$ cat src/design/sdjo_pkg.sv
package sdjo_pkg;

    localparam int FIELD_W    = 48;
    localparam int CFG_ADDR_W = 2;

    localparam logic [CFG_ADDR_W-1:0] CFG_COST_MODE      = 2'd0;
    localparam logic [CFG_ADDR_W-1:0] CFG_RELATION_COUNT = 2'd1;
    localparam logic [CFG_ADDR_W-1:0] CFG_SIZE_CAP       = 2'd2;

    typedef enum logic [1:0] {
        MODE_MIN_PLUS = 2'd0,
        MODE_MIN_MAX  = 2'd1,
        MODE_HASH     = 2'd2,
        MODE_APPROX   = 2'd3
    } t_mode;

    typedef enum logic [2:0] {
        S_IDLE,
        S_SETUP,
        S_SCAN,
        S_DRAIN,
        S_FINAL,
        S_DONE
    } t_state;

    // Control from the sequencer to the split evaluator.
    typedef struct packed {
        logic  clear;
        logic  load_vld;
        t_mode mode;
    } t_eval_ctl;

endpackage

$ cat src/design/sdjo_split_eval.sv
module sdjo_split_eval #(
    parameter int CW = 48
) (
    input  logic                 i_clk,
    input  logic                 i_rst_n,
    input  sdjo_pkg::t_eval_ctl  i_ctl,
    input  logic [2*CW-1:0]      i_rd_a,
    input  logic [2*CW-1:0]      i_rd_b,
    output logic [CW-1:0]        o_best,
    output logic                 o_pending
);

    import sdjo_pkg::*;

    localparam logic [CW-1:0] COST_INF    = '1;
    localparam logic [CW-1:0] COST_MAXFIN = {{(CW-1){1'b1}}, 1'b0};

    logic [CW-1:0] ca, cb, sa, sb;
    logic [CW-1:0] cost_max, size_min, cand;
    logic [CW:0]   sum;
    logic          both_finite;
    logic [CW-1:0] r_cand, r_best;
    logic          r_cand_vld;

    always_comb begin
        ca          = i_rd_a[CW-1:0];
        sa          = i_rd_a[2*CW-1:CW];
        cb          = i_rd_b[CW-1:0];
        sb          = i_rd_b[2*CW-1:CW];
        both_finite = (ca != COST_INF) && (cb != COST_INF);
        sum         = {1'b0, ca} + {1'b0, cb};
        cost_max    = (ca > cb) ? ca : cb;
        size_min    = (sa < sb) ? sa : sb;
        case (i_ctl.mode) inside
            MODE_MIN_PLUS: cand = (sum > {1'b0, COST_MAXFIN}) ? COST_MAXFIN : sum[CW-1:0];
            MODE_HASH:     cand = (cost_max > size_min) ? cost_max : size_min;
            MODE_MIN_MAX, MODE_APPROX: cand = cost_max;
            default:       cand = cost_max;
        endcase
    end

    always_ff @(posedge i_clk) begin
        if (!i_rst_n) begin
            r_cand_vld <= 1'b0;
        end else begin
            r_cand_vld <= i_ctl.load_vld && both_finite && !i_ctl.clear;
        end
    end

    // The candidate is registered before the running minimum is updated.
    always_ff @(posedge i_clk) begin
        r_cand <= cand;
        if (i_ctl.clear) begin
            r_best <= COST_INF;
        end else if (r_cand_vld && (r_cand < r_best)) begin
            r_best <= r_cand;
        end
    end

    assign o_best    = r_best;
    assign o_pending = r_cand_vld;

endmodule

$ cat config.mk
export PLATFORM = sky130hd
export DESIGN_NAME = sdjo_split_eval
export DESIGN_NICKNAME = d
export VERILOG_FILES = /design/src/design/sdjo_pkg.sv /design/src/design/sdjo_split_eval.sv
export SDC_FILE = /design/constraint.sdc
export NUM_CORES = 1
export LEC_CHECK = 0
export ABC_AREA = 0
export BUFFER_PORTS_ARGS = -buffer_cell sky130_fd_sc_hd__buf_2
export CAP_MARGIN = 20
export CORE_MARGIN = 1.5
export CORE_UTILIZATION = 63
export CTS_CLUSTER_DIAMETER = 150
export DETAILED_ROUTE_END_ITERATION = 8
export HOLD_SLACK_MARGIN = 0.15
export MAX_ROUTING_LAYER = met4
export PLACE_DENSITY = 0.89
export SETUP_SLACK_MARGIN = 0.4
export SYNTH_ARGS = -nofsm -noshare
export SYNTH_HDL_FRONTEND = slang
export SYNTH_SLANG_ARGS = --single-unit
$ cat constraint.sdc
create_clock -name i_clk -period 17.9 [get_ports i_clk]
set_clock_uncertainty 0.15 [all_clocks]
set_input_delay 1.79 -clock i_clk [delete_from_list [all_inputs] [get_ports i_clk]]
set_output_delay 1.79 -clock i_clk [all_outputs]
set_load 0.03 [all_outputs]
==> results of run 1 <==
worst max path at each step:
| stage | to | slack (ns) | cells past startpoint |
|---|---|---|---|
| 2_1_floorplan | r_cand[18] | 10.95 | 23 |
| 3_3_place_gp | r_cand[34] | 9.11 | 22 |
| 3_5_place_dp | r_cand[34] | 9.37 | 23 |
| 4_1_cts | r_cand[34] | 9.73 | 23 |
| 5_1_grt | r_cand[31] | 9.11 | 23 |
| 6_report | r_cand[31] | 9.57 | 22 |
registers in the layout, summed over array words and instances (netlist names):
| name | flops |
|---|---|
| o_best | 48 |
| r_cand | 48 |
| o_pending | 1 |
synthesized netlist by cell type, types with 46 or more instances:
master / n
mux2_2: 47
ha_1: 238
nand2_1: 73
a211o_1: 53
o21ai_0: 74
clkbuf_1: 46
inv_1: 232
dfxtp_1: 97
a21oi_1: 112
nor2_1: 149
nand4_1: 70
a21o_1: 59
mux2i_1: 49
cells by family (layout without fill, tap and decap cells):
logic type                 count (synthesis)  in the layout  synth area share (%)
buffers and inverters                    305            505                  8.98
DFF                                       97             97                  14.6
other                                      0              2                     0
AOI/OAI and AO/OA                        493            493                  25.8
adders and majority gates                239            239                  22.5
muxes                                     96             96                  7.65
and+or+nand+nor                          477            477                  18.5
xor gates and xnor gates                  30             30                  1.97
per-stage QoR:
| step | utilization, % | std cells | hold WS (ns) | cell area [um^2] |
|---|---|---|---|---|
| 2_1_floorplan | - | 1737 | 0.384 | 13300 |
| 3_3_place_gp | 70.2 | 2195 | 0.317 | 14700 |
| 3_5_place_dp | 70.3 | 2196 | 0.321 | 14700 |
| 4_1_cts | 71.9 | 2212 | 0.338 | 15000 |
| 5_1_grt | 72.0 | 2214 | 0.363 | 15000 |
| 6_report | 72.0 | 2214 | 0.335 | 15000 |
worst max-delay path, cell delays in order:
cell       delay, ns
buf_2           0.09
inv_1           0.04
ha_1            0.28
nand4_1         0.12
a2111oi_0       0.40
a21o_1          0.27
a31oi_1         0.22
o21ai_4         0.64
buf_4           0.65
mux2i_1         0.46
ha_1            0.21
nand4_1         0.10
nor3_1          0.29
nand2_1         0.10
nor4_1          0.51
nand4_1         0.18
nor3_1          0.33
o21a_1          0.73
nor2_2          0.29
buf_16          0.25
a22oi_1         0.23
o211ai_1        0.13
routing by layer:
metal / up-vias / wire, um / GRT usage [%]
met5: - / 0 / -
met4: 0 / 3440 / 26.8
met3: 202 / 4260 / 5.43
met2: 829 / 21800 / 71.0
met1: 6750 / 18300 / 51.4
li1: 6708 / - / -
layout make-up:
cell class                 count  area (um^2)  area share (%)
sequential                    97         1940            12.9
antenna                        2         5.00          0.0333
inverter                     236          886            5.89
clock buffer                  11          253            1.68
timing repair buffer         253         1300            8.67
multi-input combinational   1335        10200            68.0
tap                          275          344            2.29
clock inverter                 5         85.1           0.566
power breakdown:
part	total [mW]	internal [mW]	switching, mW
Clock	0.219	0.131	0.0878
Sequential	0.270	0.245	0.0245
Combinational	0.497	0.191	0.306
Total	0.985	0.567	0.418
==> run_results.csv, run 1 <==
group,metric,value,unit
clock_network,cts.sinks,97,
sta,hold_viol_final,0,
min_path,min-delay-start,"o_best[6]",
synthesis,yosysSeqAreaShare,14.6,%
floorplan,core-area,20900,um^2
worst_setup_path,cp-startpoint,"i_rd_b[57]",
sta,worst_slack,9.57,ns
final_layout,fillers,1699,
floorplan,rows,53,
synthesis,synth_area,13300,um^2
synthesis,synth_edf_count,0,
worst_setup_path,regToRegStartpoint,"o_best[1]",
sta,fin_tns_setup,0,ns
worst_setup_path,crit_path_start_kind,"input port",
worst_setup_path,critPathMaxFanout,38,
worst_setup_path,cp.required,17.94,ns
drt,drtIter0Drc,1297,
worst_setup_path,r2r-end,"o_best[16]",
clock_network,cts_hold_buf,0,
global_route,grt.total_usage,43.6,%
final_layout,final_common_cell,"buf_2",
clock_network,cts_htree_levels,3,
synthesis,ys_ff_latch,97,
floorplan,die-width,148,um
floorplan,die-area,22000,um^2
place,place.port_buffers,246,
sta,post-route-period-util,46.5,%
sta,max-slew-margin-rel,29.0,%
clock_network,cts_setup_buffers,0,
clock_network,worstSkewPairLatency,0.35,ns
clock_network,ctsResizeCount,0,
floorplan,dieHeight,148,um
global_route,grt_first_pass_wirelength,72800,um
drt,via_count,14500,
sta,grt_setup_unrepaired,"false",
final_layout,final_cell_mix,"buf_2 (246), ha_1 (238), inv_1 (232), nor2_1 (149), a21oi_1 (111)",
drt,routed_wl,47800,um
place,gp_congestion,1.12,
place,place_ws,9.37,ns
sta,slew_viol_final,0,
global_route,grt_max_degree,73,
sta,setup_viol,0,
synthesis,yosys.area.top_type,"ha_1",
power,power,0.985,mW
worst_setup_path,worstSetupPathType,"in2reg",
final_layout,area_growth,12.8,%
min_path,min_path_type,"reg2reg",
global_route,antenna_found_initial,2,
min_path,min_to,"o_best[6]",
worst_setup_path,critPathCaptureType,"flip-flop",
worst_setup_path,rr_worst_depth,13,
final_layout,drive_gt1_share,18.8,%
worst_setup_path,cp.arrival,8.36,ns
power,ir_worst_vdd,0.0623,mV
floorplan,initial_utilization,63.8,%
sta,period_minus_slack,8.33,ns
synthesis,ys_warn_count,0,
floorplan,io_pins,247,
synthesis,async_flop_share,0,%
synthesis,synth_cell_types,89,
synthesis,syn_nets,2174,
drt,first_pass_iters,5,
worst_setup_path,rrSetupSlack,14.33,ns
clock_network,cts_tree,"built",
global_route,grt_overflow_total,0,
clock_network,clockBufferDepth,2,
clock_network,cts.clk_slew.worst_paths,0.07,ns
global_route,grt_pass1_vias,13700,
synthesis,synth_ff_type,"dfxtp_1",
drt,drtAntennaViolNets,0,
power,powerDensity,65.5,nW/um^2
synthesis,syn-mean-instance-area,7.67,um^2
synthesis,synth_top_area_share,22.3,%
synthesis,synth.area.top_cells,"ha_1 (22%), dfxtp_1 (15%), inv_1 (6.5%)",
synthesis,postSynthCellCount,1737,
min_path,min_path_cells,1,
drt,vias_per_cell,6.54,
final_layout,final_nets,2369,
place,hpwl,39300,um
sta,tightestPinTransition,1.06,ns
drt,drc,0,
run_status,outcome,"completed",
job,cap_violations,0,
sta,fmax,120,MHz
drt,routedWlPerCell,21.6,um
power,power.leakage,7.89,nW
clock_network,root_buffer,"clkbuf_16",
clock_network,cts_buffers,9,
(Power assumes the default switching activity.)
==> run 2: changes to the inputs <==
- ABC_AREA: 0 -> 1
- CORE_UTILIZATION: 63 -> 59
- PLACE_DENSITY: 0.89 -> 0.83
- clock period: 17.9 -> 8.2 ns (I/O delays scaled with it)
==> run 2 against run 1 <==
Combinational power up 140%; largest cell class unchanged; via count up 26%; sequential power up 120%; sequential share of layout area down 1.2 points; design area up 10%.
==> run_results.csv, run 2 <==
group,metric,value,unit
floorplan,initial_utilization,60.6,%
drt,vias_per_cell,5.90,
synthesis,yosys.area.top_type,"nand2_1",
synthesis,synth_top_area_share,20.4,%
place,gp_congestion,1.14,
sta,fmax,148,MHz
clock_network,clockBufferDepth,2,
drt,drc,0,
global_route,grt_pass1_vias,17100,
synthesis,synth_area,14900,um^2
final_layout,fillers,2347,
worst_setup_path,slowest_stage,"nand2_2",
synthesis,synth_ff_type,"dfxtp_1",
floorplan,core-area,24500,um^2
power,ir_worst_vdd,0.113,mV
floorplan,die-width,162,um
power,power.leakage,9.86,nW
floorplan,rows,57,
worst_setup_path,rr_worst_depth,11,
worst_setup_path,critPathCaptureType,"flip-flop",
clock_network,root_buffer,"clkbuf_16",
sta,tightestPinTransition,1.06,ns
worst_setup_path,rrSetupSlack,5.29,ns
drt,drtIter0Drc,1966,
sta,hold_viol_final,0,
synthesis,ys_warn_count,0,
drt,routedWlPerCell,18.4,um
synthesis,post-synth-top-count-cell,"nand2_1",
worst_setup_path,cp_slowest_stage_delay,0.80,ns
synthesis,syn_nets,3001,
place,hpwl,47100,um
final_layout,final_cell_mix,"nand2_1 (805), inv_1 (439), buf_2 (246), ha_1 (238), nand3_1 (181)",
worst_setup_path,worstSetupPathType,"in2reg",
sta,period_minus_slack,6.77,ns
drt,first_pass_iters,6,
synthesis,syn-mean-instance-area,5.80,um^2
synthesis,synth_cell_types,43,
floorplan,die-area,26100,um^2
sta,worst_slack,1.43,ns
clock_network,cts.sinks,97,
worst_setup_path,r2r-end,"o_best[9]",
place,place_ws,1.45,ns
worst_setup_path,cp-startpoint,"i_rd_b[95]",
synthesis,yosysSeqAreaShare,13.1,%
worst_setup_path,crit_path_start_kind,"input port",
sta,grt_setup_unrepaired,"false",
global_route,grt_first_pass_wirelength,87400,um
drt,via_count,18200,
sta,post-route-period-util,82.6,%
synthesis,postSynthCellCount,2564,
worst_setup_path,endpoint,"r_cand[26]",
sta,slew_viol_final,0,
clock_network,cts_hold_buf,0,
final_layout,drive_gt1_share,13.0,%
drt,routed_wl,56800,um
final_layout,final_nets,3192,
global_route,grt_max_degree,96,
synthesis,synth_edf_count,0,
run_status,outcome,"completed",
clock_network,ctsResizeCount,0,
clock_network,cts_setup_buffers,0,
sta,setup_viol,0,
clock_network,cts_htree_levels,3,
synthesis,ys_ff_latch,97,
floorplan,io_pins,247,
final_layout,area_growth,11.5,%
synthesis,async_flop_share,0,%
synthesis,synth.area.top_cells,"nand2_1 (20%), ha_1 (20%), dfxtp_1 (13%)",
drt,drtAntennaViolNets,0,
global_route,grt_overflow_total,0,
final_layout,final_common_cell,"nand2_1",
clock_network,cts_tree,"built",
worst_setup_path,cp.required,8.34,ns
clock_network,cts_buffers,9,
floorplan,dieHeight,162,um
final_layout,utilization,67.5,%
worst_setup_path,regToRegStartpoint,"r_cand[47]",
worst_setup_path,cp_common_cell,"nand2_1",
clock_network,worstSkewPairLatency,0.35,ns
clock_network,cts.clk_slew.worst_paths,0.07,ns
job,cap_violations,0,
power,powerDensity,133,nW/um^2
sta,fin_tns_setup,0,ns
synthesis,synthTopCellsByCount,"nand2_1 (807), inv_1 (440), ha_1 (238)",
sta,max-slew-margin-rel,29.2,%
global_route,grt.total_usage,43.6,%
global_route,antenna_found_initial,3,
place,place.port_buffers,246,
worst_setup_path,critPathMaxFanout,65,
worst_setup_path,cp.arrival,6.91,ns
min_path,min_path_type,"reg2reg",
[run 2: cell count changes in the layout (fill, tap and decap cells not counted), moves of 53 or more]
cell	delta
nand2_1	+732
a21o_1	-56
inv_1	+207
a211o_1	-53
nand3_1	+158
o21ai_0	+65
[run 2: metal layers]
| layer | up-vias | share of wire [%] | global-route usage [%] |
|---|---|---|---|
| li1 | 8693 | - | - |
| met1 | 8203 | 39 | 51.5 |
| met2 | 1048 | 45 | 71.6 |
| met3 | 267 | 9.2 | 6.13 |
| met4 | 0 | 6.6 | 23.8 |
| met5 | - | 0 | - |
[run 2: where the power goes]
| part | switching [mW] | internal (mW) | total (mW) |
|---|---|---|---|
| logic | 0.804 | 0.389 | 1.19 |
| registers | 0.0621 | 0.537 | 0.599 |
| clock network | 0.204 | 0.210 | 0.414 |
[run 2: worst min-delay path by stage]
stage | start | endpoint | slack, ns | cells past startpoint
floorplan | r_cand[0] | o_best[0] | 0.32 | 2
finish | o_best[3] | o_best[3] | 0.33 | 2
global route | o_best[34] | o_best[34] | 0.37 | 2
detailed placement | o_best[5] | o_best[5] | 0.31 | 2
global placement | o_best[1] | o_best[1] | 0.31 | 2
CTS | o_best[5] | o_best[5] | 0.33 | 2
[run 2: cell families (layout without fill, tap and decap cells)]
logic type,Yosys count,count (layout),synth area share [%]
simple gates,1330,1330,39.2
buf+inv,539,735,14.0
compound gates,353,353,13.3
fa+ha+maj,239,239,20.2
flops,97,97,13.1
xor+xnor,6,6,0.354
other cells,0,5,0
[run 2: per-stage QoR]
step	instance area, um^2	hold slack, ns	std cells	total power, mW
floorplan	14900	0.323	2564	1.37
global placement	16300	0.313	3068	1.72
detailed placement	16300	0.313	3068	1.75
CTS	16600	0.332	3084	2.17
global route	16600	0.365	3087	2.34
finish	16600	0.332	3089	2.21
[run 2: final cells by class]
type                       instances  area (um^2)  area share [%]
clock buffer                      10          229            1.38
tap                              324          405            2.45
timing repair buffer             258         1320            7.97
clock inverter                     6         51.3           0.310
antenna                            5         12.5          0.0755
multi-input combinational       1928        10900            65.6
inverter                         461         1730            10.4
sequential                        97         1940            11.7
[run 2: worst max-delay path: cells and delay by family]
kind | cells | cell delay [ns]
adders and majority gates | 2 | 0.74
AOI/OAI and AO/OA | 1 | 0.41
buffers and inverters | 4 | 0.77
and+or+nand+nor | 18 | 4.10
